`src/hw/rtl/ffal_pkg.sv`:
```
package ffal_pkg;

  localparam int unsigned ADDR_W     = 12;
  localparam int unsigned HEAP_UNITS = 1 << ADDR_W;
  localparam int unsigned UNIT_BYTES = 4;
  localparam int unsigned UNIT_SH    = $clog2(UNIT_BYTES);
  localparam int unsigned BYTES_W    = 16;
  localparam int unsigned NEED_W     = BYTES_W - UNIT_SH + 1;
  localparam int unsigned CNT_W      = ADDR_W + 1;
  localparam logic [CNT_W-1:0] WALK_LAST = CNT_W'(HEAP_UNITS);

  typedef logic [ADDR_W-1:0] addr_t;

  typedef enum logic [1:0] {
    ACT_ALLOC   = 2'd0,
    ACT_RELEASE = 2'd1,
    ACT_INIT    = 2'd2,
    ACT_NONE    = 2'd3
  } action_e;

  typedef enum logic [1:0] {
    STAT_OK     = 2'd0,
    STAT_OOM    = 2'd1,
    STAT_NOINIT = 2'd2
  } status_e;

  typedef enum logic [3:0] {
    ST_IDLE,
    ST_ALLOC_GO,
    ST_ALLOC_EVAL,
    ST_SPLIT_TAIL,
    ST_REL_EVAL,
    ST_REL_RD_NX,
    ST_REL_MERGE_HI,
    ST_REL_RD_P,
    ST_REL_RD_BLK,
    ST_REL_MERGE_LO,
    ST_INIT_HI,
    ST_INIT_LO
  } state_e;

  typedef enum logic [4:0] {
    CMD_NOP,
    CMD_FIN_OK,
    CMD_FIN_OOM,
    CMD_FIN_NOINIT,
    CMD_ALLOC_START,
    CMD_ALLOC_FIRST,
    CMD_ALLOC_NEXT,
    CMD_UNLINK,
    CMD_SPLIT_HEAD,
    CMD_SPLIT_TAIL,
    CMD_REL_START,
    CMD_REL_NEXT,
    CMD_REL_FOUND,
    CMD_REL_RD_NX,
    CMD_MERGE_HI,
    CMD_RD_P,
    CMD_RD_BLK,
    CMD_MERGE_LO,
    CMD_INIT_HI,
    CMD_INIT_LO
  } cmd_e;

  typedef struct packed {
    logic initialized;
    logic addr_zero;
    logic fit;
    logic exact;
    logic at_rover;
    logic walk_end;
    logic found;
  } dp_status_t;

endpackage

```
`src/hw/rtl/ffal_ctrl.sv`:
```
module ffal_ctrl (
  input  logic                  clk_i,
  input  logic                  rst_ni,
  input  logic                  start_i,
  input  logic [1:0]            action_i,
  input  ffal_pkg::dp_status_t  status_i,
  output ffal_pkg::cmd_e        cmd_o,
  output logic                  busy_o
);
  import ffal_pkg::*;

  state_e  state_q, state_d;
  action_e act;

  assign act = action_e'(action_i);

  always_ff @(posedge clk_i or negedge rst_ni) begin
    if (!rst_ni) begin
      state_q <= ST_IDLE;
    end else begin
      state_q <= state_d;
    end
  end

  always_comb begin
    state_d = state_q;
    case (state_q)
      ST_IDLE: begin
        if (start_i) begin
          case (act)
            ACT_INIT:    state_d = ST_INIT_HI;
            ACT_ALLOC:   state_d = status_i.initialized ? ST_ALLOC_GO : ST_IDLE;
            ACT_RELEASE: state_d = (status_i.initialized && !status_i.addr_zero) ?
                                   ST_REL_EVAL : ST_IDLE;
            default:     state_d = ST_IDLE;
          endcase
        end
      end
      ST_ALLOC_GO: state_d = ST_ALLOC_EVAL;
      ST_ALLOC_EVAL: begin
        if (status_i.fit) begin
          state_d = status_i.exact ? ST_IDLE : ST_SPLIT_TAIL;
        end else if (status_i.at_rover || status_i.walk_end) begin
          state_d = ST_IDLE;
        end
      end
      ST_SPLIT_TAIL: state_d = ST_IDLE;
      ST_REL_EVAL: begin
        if (status_i.found) begin
          state_d = ST_REL_RD_NX;
        end else if (status_i.walk_end) begin
          state_d = ST_IDLE;
        end
      end
      ST_REL_RD_NX:    state_d = ST_REL_MERGE_HI;
      ST_REL_MERGE_HI: state_d = ST_REL_RD_P;
      ST_REL_RD_P:     state_d = ST_REL_RD_BLK;
      ST_REL_RD_BLK:   state_d = ST_REL_MERGE_LO;
      ST_REL_MERGE_LO: state_d = ST_IDLE;
      ST_INIT_HI:      state_d = ST_INIT_LO;
      ST_INIT_LO:      state_d = ST_IDLE;
      default:         state_d = ST_IDLE;
    endcase
  end

  always_comb begin
    cmd_o = CMD_NOP;
    case (state_q)
      ST_IDLE: begin
        if (start_i) begin
          case (act)
            ACT_INIT:    cmd_o = CMD_NOP;
            ACT_ALLOC:   cmd_o = status_i.initialized ? CMD_ALLOC_START : CMD_FIN_NOINIT;
            ACT_RELEASE: begin
              if (!status_i.initialized) begin
                cmd_o = CMD_FIN_NOINIT;
              end else if (status_i.addr_zero) begin
                cmd_o = CMD_FIN_OK;
              end else begin
                cmd_o = CMD_REL_START;
              end
            end
            default:     cmd_o = CMD_FIN_OK;
          endcase
        end
      end
      ST_ALLOC_GO: cmd_o = CMD_ALLOC_FIRST;
      ST_ALLOC_EVAL: begin
        if (status_i.fit) begin
          cmd_o = status_i.exact ? CMD_UNLINK : CMD_SPLIT_HEAD;
        end else if (status_i.at_rover || status_i.walk_end) begin
          cmd_o = CMD_FIN_OOM;
        end else begin
          cmd_o = CMD_ALLOC_NEXT;
        end
      end
      ST_SPLIT_TAIL: cmd_o = CMD_SPLIT_TAIL;
      ST_REL_EVAL: begin
        if (status_i.found) begin
          cmd_o = CMD_REL_FOUND;
        end else if (status_i.walk_end) begin
          cmd_o = CMD_FIN_OK;
        end else begin
          cmd_o = CMD_REL_NEXT;
        end
      end
      ST_REL_RD_NX:    cmd_o = CMD_REL_RD_NX;
      ST_REL_MERGE_HI: cmd_o = CMD_MERGE_HI;
      ST_REL_RD_P:     cmd_o = CMD_RD_P;
      ST_REL_RD_BLK:   cmd_o = CMD_RD_BLK;
      ST_REL_MERGE_LO: cmd_o = CMD_MERGE_LO;
      ST_INIT_HI:      cmd_o = CMD_INIT_HI;
      ST_INIT_LO:      cmd_o = CMD_INIT_LO;
      default:         cmd_o = CMD_NOP;
    endcase
  end

  assign busy_o = (state_q != ST_IDLE);

  a_busy_needs_start: assert property (@(posedge clk_i) disable iff (!rst_ni)
    $rose(busy_o) |-> $past(start_i))
    else $error("Controller left idle without a start.");

  a_eval_entry: assert property (@(posedge clk_i) disable iff (!rst_ni)
    (state_q == ST_ALLOC_EVAL) |->
      ($past(state_q) == ST_ALLOC_GO || $past(state_q) == ST_ALLOC_EVAL))
    else $error("Allocation evaluation entered out of sequence.");

  a_tail_after_head: assert property (@(posedge clk_i) disable iff (!rst_ni)
    (cmd_o == CMD_SPLIT_HEAD) |=> (cmd_o == CMD_SPLIT_TAIL))
    else $error("Split head not followed by split tail.");

  a_unlink_ends: assert property (@(posedge clk_i) disable iff (!rst_ni)
    (cmd_o == CMD_UNLINK) |=> (state_q == ST_IDLE))
    else $error("Exact fit did not end the allocation.");

endmodule

```
`config.mk`:
```
export PLATFORM = sky130hd
export DESIGN_NAME = ffal_ctrl
export DESIGN_NICKNAME = d
export VERILOG_FILES = /design/src/hw/rtl/ffal_pkg.sv /design/src/hw/rtl/ffal_ctrl.sv
export SDC_FILE = /design/constraint.sdc
export NUM_CORES = 1
export LEC_CHECK = 0
export BUFFER_PORTS_ARGS = -buffer_cell sky130_fd_sc_hd__buf_4
export CAP_MARGIN = 20
export CORE_AREA = 3 3 40 42
export DETAILED_ROUTE_END_ITERATION = 16
export DIE_AREA = 0 0 43 45
export PLACE_DENSITY_LB_ADDON = 0.2
export REMOVE_ABC_BUFFERS = 1
export SYNTH_ARGS = -nofsm -noshare
export SYNTH_HDL_FRONTEND = slang
export SYNTH_SLANG_ARGS = --single-unit
```
`constraint.sdc`:
```
create_clock -name clk_i -period 2.84 [get_ports clk_i]
set_input_delay 0.284 -clock clk_i [delete_from_list [all_inputs] [get_ports clk_i]]
set_output_delay 0.284 -clock clk_i [all_outputs]
set_load 0.02 [all_outputs]
```
After elaboration in Yosys (flattened, before gate mapping)

Index checks and enable logic that the tools add are counted.

Reduce and logical (&&, ||, !) cells: 7
Multiplexer cells: 21
Equality and inequality tests: 16

Operators by type and width:

| operator                                                              | number |
|---|---|
| 5-bit case mux with 12 select lines                                   | 1 |
| 4-bit two-way mux                                                     | 12 |
| 4-bit case mux with 9 select lines                                    | 1 |
| 4-bit case mux with 3 select lines                                    | 2 |
| 4-bit by 3-bit equality test with 1-bit output, second input constant | 4 |
| 4-bit equality test, second input constant                            | 4 |
| 3-bit two-way mux                                                     | 3 |
| 4-bit by 2-bit equality test with 1-bit output, second input constant | 2 |
| 3-bit inequality test, second input constant                          | 2 |
| 4-bit by 1-bit equality test with 1-bit output, second input constant | 1 |
| 4-bit zero test                                                       | 1 |
| 4-bit nonzero test                                                    | 1 |
| 3-bit AND reduction                                                   | 1 |
| 2-bit by 1-bit equality test with 1-bit output, second input constant | 1 |
| 2-bit equality test, second input constant                            | 1 |
| 2-bit zero test                                                       | 1 |
| 2-bit two-way mux                                                     | 1 |
| 2-bit inequality test, second input constant                          | 1 |
| 1-bit logical AND                                                     | 1 |
| 1-bit zero test                                                       | 1 |
| 1-bit logical OR                                                      | 1 |
| 1-bit two-way mux                                                     | 1 |

Bits in registers: 4
Bits of input ports: 12
Output and inout port bits: 6
Logic and storage cells: 45

Logic depth before layout (Yosys ltp)

Gate-level depths: netlist (run 1).

Depth in word-level cells: 6
Mapped depth: 5
Gate-level depth less buffers: 5

Least setup slack after synthesis (run 1)

Ideal clock, no wire load.

Path kind: register -> output
Start: register state_q[1]
End: output cmd_o[1]
Data arrival time: 1.353 ns
Required time: 2.556 ns
Path buffers: 1
Cell stages (with the launch flop): 5
Path slack: 1.203 ns
Cell sequence: dfrtp_1 buf_2 nor3_1 nor3b_2 a311o_1

Longest elaborated chain between the ends: 2
Elaborated cells on any way between the ends: 13
Those cells by class: eq/ne: 11; mux: 1; reduce/logical: 1

Ends and longest elaborated chain:

| item                                              | line            | source |
|---|---|---|
| from (decl)                                       | ffal_ctrl.sv:12 | `state_e state_q, state_d;` |
| from (signal assigned)                            | ffal_ctrl.sv:21 | `state_q <= state_d;` |
| 4-bit equality test, or another cell as far along | ffal_ctrl.sv:68 | `case (state_q)` |
| 5-bit case mux with 12 select lines *             | ffal_ctrl.sv:68 |  |
| to (decl)                                         | ffal_ctrl.sv:7  | `output ffal_pkg::cmd_e cmd_o,` |

Mark *: on every way between the ends. The rest lies on a longest branch, timed or not.

Final worst setup path (run 1)

Start: register state_q[3]
End: output cmd_o[2]

The elaborated chain is that of the path after synthesis.

==> results of run 1 <==
==> critical path, stage by stage, from the launching register on <==
cell and delay (ns):
dfrtp_1 0.53, nor4_4 0.39, nand2_1 0.13, nor4b_1 0.27, or3_1 0.15, buf_4 0.13
==> cells in the mapped netlist, types with 2 or more instances <==
cell,n
a211oi_1,3
a21oi_1,3
buf_2,3
dfrtp_1,4
inv_1,3
nand2_1,5
nand2b_1,8
nand3_1,2
nor2_1,7
nor3_1,3
o21ai_0,4
o21ai_1,2
o221ai_1,2
o22ai_1,2
o31ai_1,2
or3_1,2
==> cell type report <==
| cell class | count | share of cell area [%] |
|---|---|---|
| Timing Repair Buffer | 18 | 19.4 |
| Inverter | 4 | 2.12 |
| Clock buffer | 3 | 3.18 |
| Multi-Input combinational cell | 61 | 58.5 |
| Sequential cell | 4 | 14.1 |
| Tap cell | 15 | 2.65 |
==> through the flow <==
| step | util [%] | setup WS (ns) | hold slack (ns) | instances | total power [W] |
|---|---|---|---|---|---|
| after floorplan | - | 1.13 | -0.0116 | 69 | 0.000496 |
| after global placement | 52.6 | 0.946 | 0.0802 | 101 | 0.000671 |
| after detailed placement | 52.6 | 0.974 | 0.0817 | 101 | 0.000667 |
| after CTS | 55.1 | 0.714 | 0.380 | 105 | 0.000741 |
| after global routing | 55.1 | 0.533 | 0.400 | 105 | 0.000792 |
| final | 55.1 | 0.715 | 0.381 | 105 | 0.000739 |
==> cells by family after synthesis <==
logic type | Yosys count
flops | 4
simple gates | 38
compound gates | 23
buf+inv | 8
==> path summary, 6_finish.rpt <==
path	start	end
setup / recovery	state_q[3]	cmd_o[2]
min in group asynchronous	rst_ni	state_q[0]
setup reg to reg	state_q[3]	state_q[2]
hold reg to reg	state_q[3]	state_q[2]
max in group asynchronous	rst_ni	state_q[2]
hold / removal	status_i[1]	state_q[2]
==> report_power, final <==
part | switching (W) | internal, W | total (W)
sequential | 0.0000909 | 0.0000790 | 0.000170
clock | 0.0000218 | 0.0000472 | 0.0000689
combinational | 0.000258 | 0.000242 | 0.000500
total | 0.000370 | 0.000368 | 0.000739
==> timing repair <==
| action | in CTS | in global routing |
|---|---|---|
| hold endpoints to repair | 4 | 0 |
| hold buffers | 1 | 0 |
| setup endpoints to repair | 0 | 0 |
==> per-layer routing <==
metal / GRT usage (%) / share of wire (%) / vias up
met5: 0 / 0 / -
met4: 10.8 / 0 / 0
met3: 0 / 2.7 / 0
met2: 25.7 / 50 / 10
met1: 22.0 / 48 / 267
li1: - / - / 309
==> impl_metrics.csv, run 1 <==
group,metric,value,unit
global_routing,gr-total-overflow,0,
die,rows,13,
synthesis,yosysSeqAreaShare,18.1,%
power,leakage,0.286,nW
sta,fin_tns_setup,0,ns
worst_setup_path,startpoint_type,"flop",
sta,setup_violations,0,
route,dr_total_vias,586,
global_routing,grt_pass1_wl,2.31,mm
clock_tree,cts.sinks,4,
placed_design,postPlaceCellArea,676,um2
clock_tree,path_clk_slew,0.04,ns
clock_tree,cts_root_buffer,"clkbuf_4",
finish,nFillCells,125,
sta,worst_pin_slew,0.483,ns
route,drc_errors,0,
worst_setup_path,end_kind,"output pin",
synthesis,synth_edf_count,0,
finish,final_cell_area,708,um2
route,ant_nets,0,
die,die_w,43,um
route,drt-wirelength-per-cell,13.6,um
die,die_h,45,um
synthesis,synth-main-ff-cell,"dfrtp_1",
sta,finalMaxSlewViolations,0,
synthesis,synth-seq-cells,4,
finish,largest_reg_flops,4,
finish,regArea,100,um2
global_routing,antenna_found_initial,0,
finish,num_antenna_cells,0,
synthesis,synth.avg_cell_area,7.56,um2
route,drt_iter0_drc,11,
worst_setup_path,crit_arrival,1.84,ns
outcome,run_status,"completed",
placed_design,place_congestion,0.785,
finish,layout_commonest_cell,"buf_4",
synthesis,synth_xor_area_share,0,%
die,core,1280,um2
hold_path,hp-class,"input pin to flop",
sta,hold_viol,0,
power,max-vdd-ir-drop,528,uV
finish,multi_input_area,414,um2
clock_tree,tritoncts,"yes",
clock_tree,htree_levels,1,
sta,fmax,471,MHz
global_routing,grt_max_degree,16,
route,first_pass_iters,4,
synthesis,synthTopCellsByArea,"dfrtp_1 18%, nand2b_1 9.1%, nor2_1 4.8%, a211oi_1 4.1%, nor4_4 3.9%",
finish,area_growth,28.3,%
finish,final_net_count,104,
clock_tree,clock_path_buffers,2,
sta,slew_headroom,67.8,%
synthesis,yosys_warnings,0,
die,dieArea,1940,um2
sta,min_period,2.13,ns
finish,final_cell_mix,"17 x buf_4, 8 x nand2b_1, 7 x nor2_1",
clock_tree,clkLatencyLatePin,0.23,ns
hold_path,hold_depth,4,
synthesis,synthCells,73,
synthesis,yosys.area.top_type_share,18.1,%
worst_setup_path,reg2reg_depth,5,
die,ios,18,
sta,timing.final.crit_share,74.8,%
synthesis,yosys-mux-area-fraction,0,%
placed_design,dp_hpwl,1.14,mm
worst_setup_path,crit_required,2.56,ns
finish,layout-drive-gt1-share,31.1,%
flow_run,cap_violations,0,
sta,rsz0062_at_grt,"no",
route,avgViaCountPerCell,5.58,
synthesis,synthAdderAreaFrac,0,%
clock_tree,cts_made_buffers,3,
sta,finalClockSkew,0.000492,ns
clock_tree,postCtsResizedCells,0,
worst_setup_path,r2r_slack,1.16,ns
synthesis,synth_area,552,um2
worst_setup_path,cp_max_fo,15,
die,start_util,42.9,%
synthesis,synth_compound_gate_area_share,28.6,%
synthesis,synthArstFlopShare,100,%
synthesis,yosysTopAreaCell,"dfrtp_1",
clock_tree,cts_setup_buffers,0,
worst_setup_path,path_class,"flop to output pin",
synthesis,synth.distinct_cells,34,
route,wirelength,1.43,mm
finish,largest_registers,"state_q x4",
synthesis,synth_top_family_by_area,"simple AND/OR/NAND/NOR gates",
power,powerDensity,1040,nW/um2
synthesis,yosys.area_share.simple,46.5,%
placed_design,port_buffers,17,
global_routing,grtUsageTotal,16.2,%
global_routing,grt_pass1_vias,532,
finish,top_register,"state_q",
Note: power is estimated with default switching activity, not from simulation.
==> inputs of run 2 (changes only) <==
- clock period: 2.84 -> 2 ns (I/O delays scaled with it)
==> run 2 against run 1 <==
Cell count is 6.7% higher. First-iteration DRC count increased by 150%. Register-to-register slack got worse by 0.73 ns. Sequential power up 5%. Clock power grew 51%. Global-route usage increased by 0.89 points. Critical path type unchanged. Critical endpoint unchanged. Largest power group unchanged.
==> impl_metrics.csv, run 2 (same netlist as run 1, synthesis figures left out) <==
group,metric,value,unit
outcome,run_status,"completed",
power,clkPwrFrac,9.0,%
clock_tree,clock_path_buffers,2,
route,first_pass_iters,4,
worst_setup_path,cpMostUsedCell,"buf_4",
global_routing,met3_usage,1.20,%
worst_setup_path,cp_max_fo,8,
sta,slew_headroom,80.2,%
sta,timing.final.crit_share,93.7,%
worst_setup_path,crit_arrival,1.67,ns
sta,rsz0062_at_grt,"no",
route,drt-wirelength-per-cell,13.6,um
flow_run,cap_violations,0,
sta,setup_violations,0,
placed_design,place_congestion,0.816,
clock_tree,clkLatencyLatePin,0.24,ns
power,total_power,0.00115,W
die,die_h,45,um
die,core,1280,um2
finish,layout-drive-gt1-share,38.1,%
global_routing,use_met1,22.8,%
worst_setup_path,critPathTopFamily,"flip-flops",
clock_tree,cts_made_buffers,3,
clock_tree,cts.sinks,4,
global_routing,grt_pass1_vias,563,
sta,fin_tns_setup,0,ns
route,dr_total_vias,637,
global_routing,antenna_found_initial,0,
placed_design,dp_hpwl,1.20,mm
finish,num_antenna_cells,0,
route,drc_errors,0,
route,ant_nets,0,
finish,fin_util,59.7,%
global_routing,grtUsageTotal,17.1,%
finish,area_growth,39.0,%
sta,finalMaxSlewViolations,0,
sta,fmax,533,MHz
die,start_util,42.9,%
worst_setup_path,slowest_delay,0.46,ns
route,drt_iter0_drc,27,
power,switching_share,48.1,%
worst_setup_path,worstPathCellList,"buf_4, o21ai_1, a21oi_1, or3_1, buf_4",
clock_tree,cts_root_buffer,"clkbuf_4",
global_routing,gr-total-overflow,0,
die,ios,18,
global_routing,grt_max_degree,14,
placed_design,port_buffers,17,
power,seqPwrFrac,15.5,%
finish,final_net_count,111,
finish,top_register,"state_q",
power,powerDensity,1500,nW/um2
worst_setup_path,startpoint_type,"flop",
worst_setup_path,end_kind,"output pin",
global_routing,met2_usage,26.9,%
global_routing,grt_pass1_wl,2.43,mm
power,pwr-share-comb,75.5,%
die,die_w,43,um
worst_setup_path,critPathSlowestCell,"dfrtp_2",
global_routing,grt-busiest-layer,"met2",
power,p_sw,0.000554,W
sta,hold_viol,0,
clock_tree,path_clk_slew,0.04,ns
finish,final_cell_mix,"24 x buf_4, 8 x nand2b_1, 7 x nor2_1",
hold_path,hp-class,"input pin to async pin",
die,dieArea,1940,um2
route,avgViaCountPerCell,5.69,
finish,largest_reg_flops,4,
worst_setup_path,path_class,"flop to output pin",
power,max-vdd-ir-drop,766,uV
sta,finalClockSkew,0.0109,ns
clock_tree,tritoncts,"yes",
sta,worst_pin_slew,0.297,ns
sta,min_period,1.87,ns
power,leakage,0.322,nW
route,wirelength,1.52,mm
die,rows,13,
clock_tree,htree_levels,1,
power,p_int,0.000598,W
finish,largest_registers,"state_q x4",
finish,layout_commonest_cell,"buf_4",
worst_setup_path,path_buf_inv,2,
worst_setup_path,crit_required,1.80,ns
==> run 2: metal layers <==
metal	wire (um)	vias up
li1	-	325
met1	700	291
met2	734	19
met3	66	2
met4	22	0
met5	0	-
==> run 2: power by group through the flow <==
| stage | clock (W) | sequential (W) | combinational [W] |
|---|---|---|---|
| 3_3_place_gp | 0 | 0.000184 | 0.000802 |
| 3_5_place_dp | 0 | 0.000185 | 0.000803 |
| 5_1_grt | 0.000115 | 0.000185 | 0.000935 |
| 6_report | 0.000104 | 0.000178 | 0.000870 |
| 2_1_floorplan | 0 | 0.000210 | 0.000494 |
| 4_1_cts | 0.000109 | 0.000185 | 0.000812 |
==> run 2: worst reg2reg max path, cell delays in order, from the launching register on <==
cell and delay [ns]:
dfrtp_2 0.46, nor4_4 0.26, buf_4 0.17, inv_2 0.04, o221ai_1 0.22, nand2b_4 0.20
o31ai_1 0.09
==> run 2: per-stage QoR <==
stage          setup WS [ns]  cells  instance area, um2  hold WS [ns]
5_1_grt               0.0144    112                 767         0.317
4_1_cts               0.0427    109                 744         0.286
3_3_place_gp           0.265    105                 706      -0.00395
6_report               0.125    112                 767         0.297
3_5_place_dp           0.251    105                 706      -0.00426
2_1_floorplan          0.373     69                 529       -0.0956
==> run 2: path summary, 6_finish.rpt <==
kind                       cells after the start          to  slack (ns)   startpoint
max                                            5    cmd_o[2]        0.13   state_q[1]
min                                            2  state_q[0]        0.30       rst_ni
max reg2reg                                    6  state_q[2]        0.43   state_q[1]
min reg2reg                                    2  state_q[2]        0.76   state_q[3]
max in group asynchronous                      2  state_q[2]        1.59       rst_ni
min in group clk_i                             4  state_q[0]        0.33  action_i[0]
==> run 2: what timing repair did <==
item / in CTS / in global routing
gates resized for setup: 2 / 0
pin swaps: 0 / 1
endpoints found under the setup margin: 1 / 2
hold buffers: 1 / 0
setup buffers: 0 / 3
endpoints found under the hold margin: 4 / 0
==> run 2: layout make-up <==
class,instances,area (um2)
fillers,124,518
multi-input cells,61,419
repair buffers,25,190
flip-flops and latches,4,101
clock buffers,3,22.5
well taps,15,18.8
inverters,4,15.0
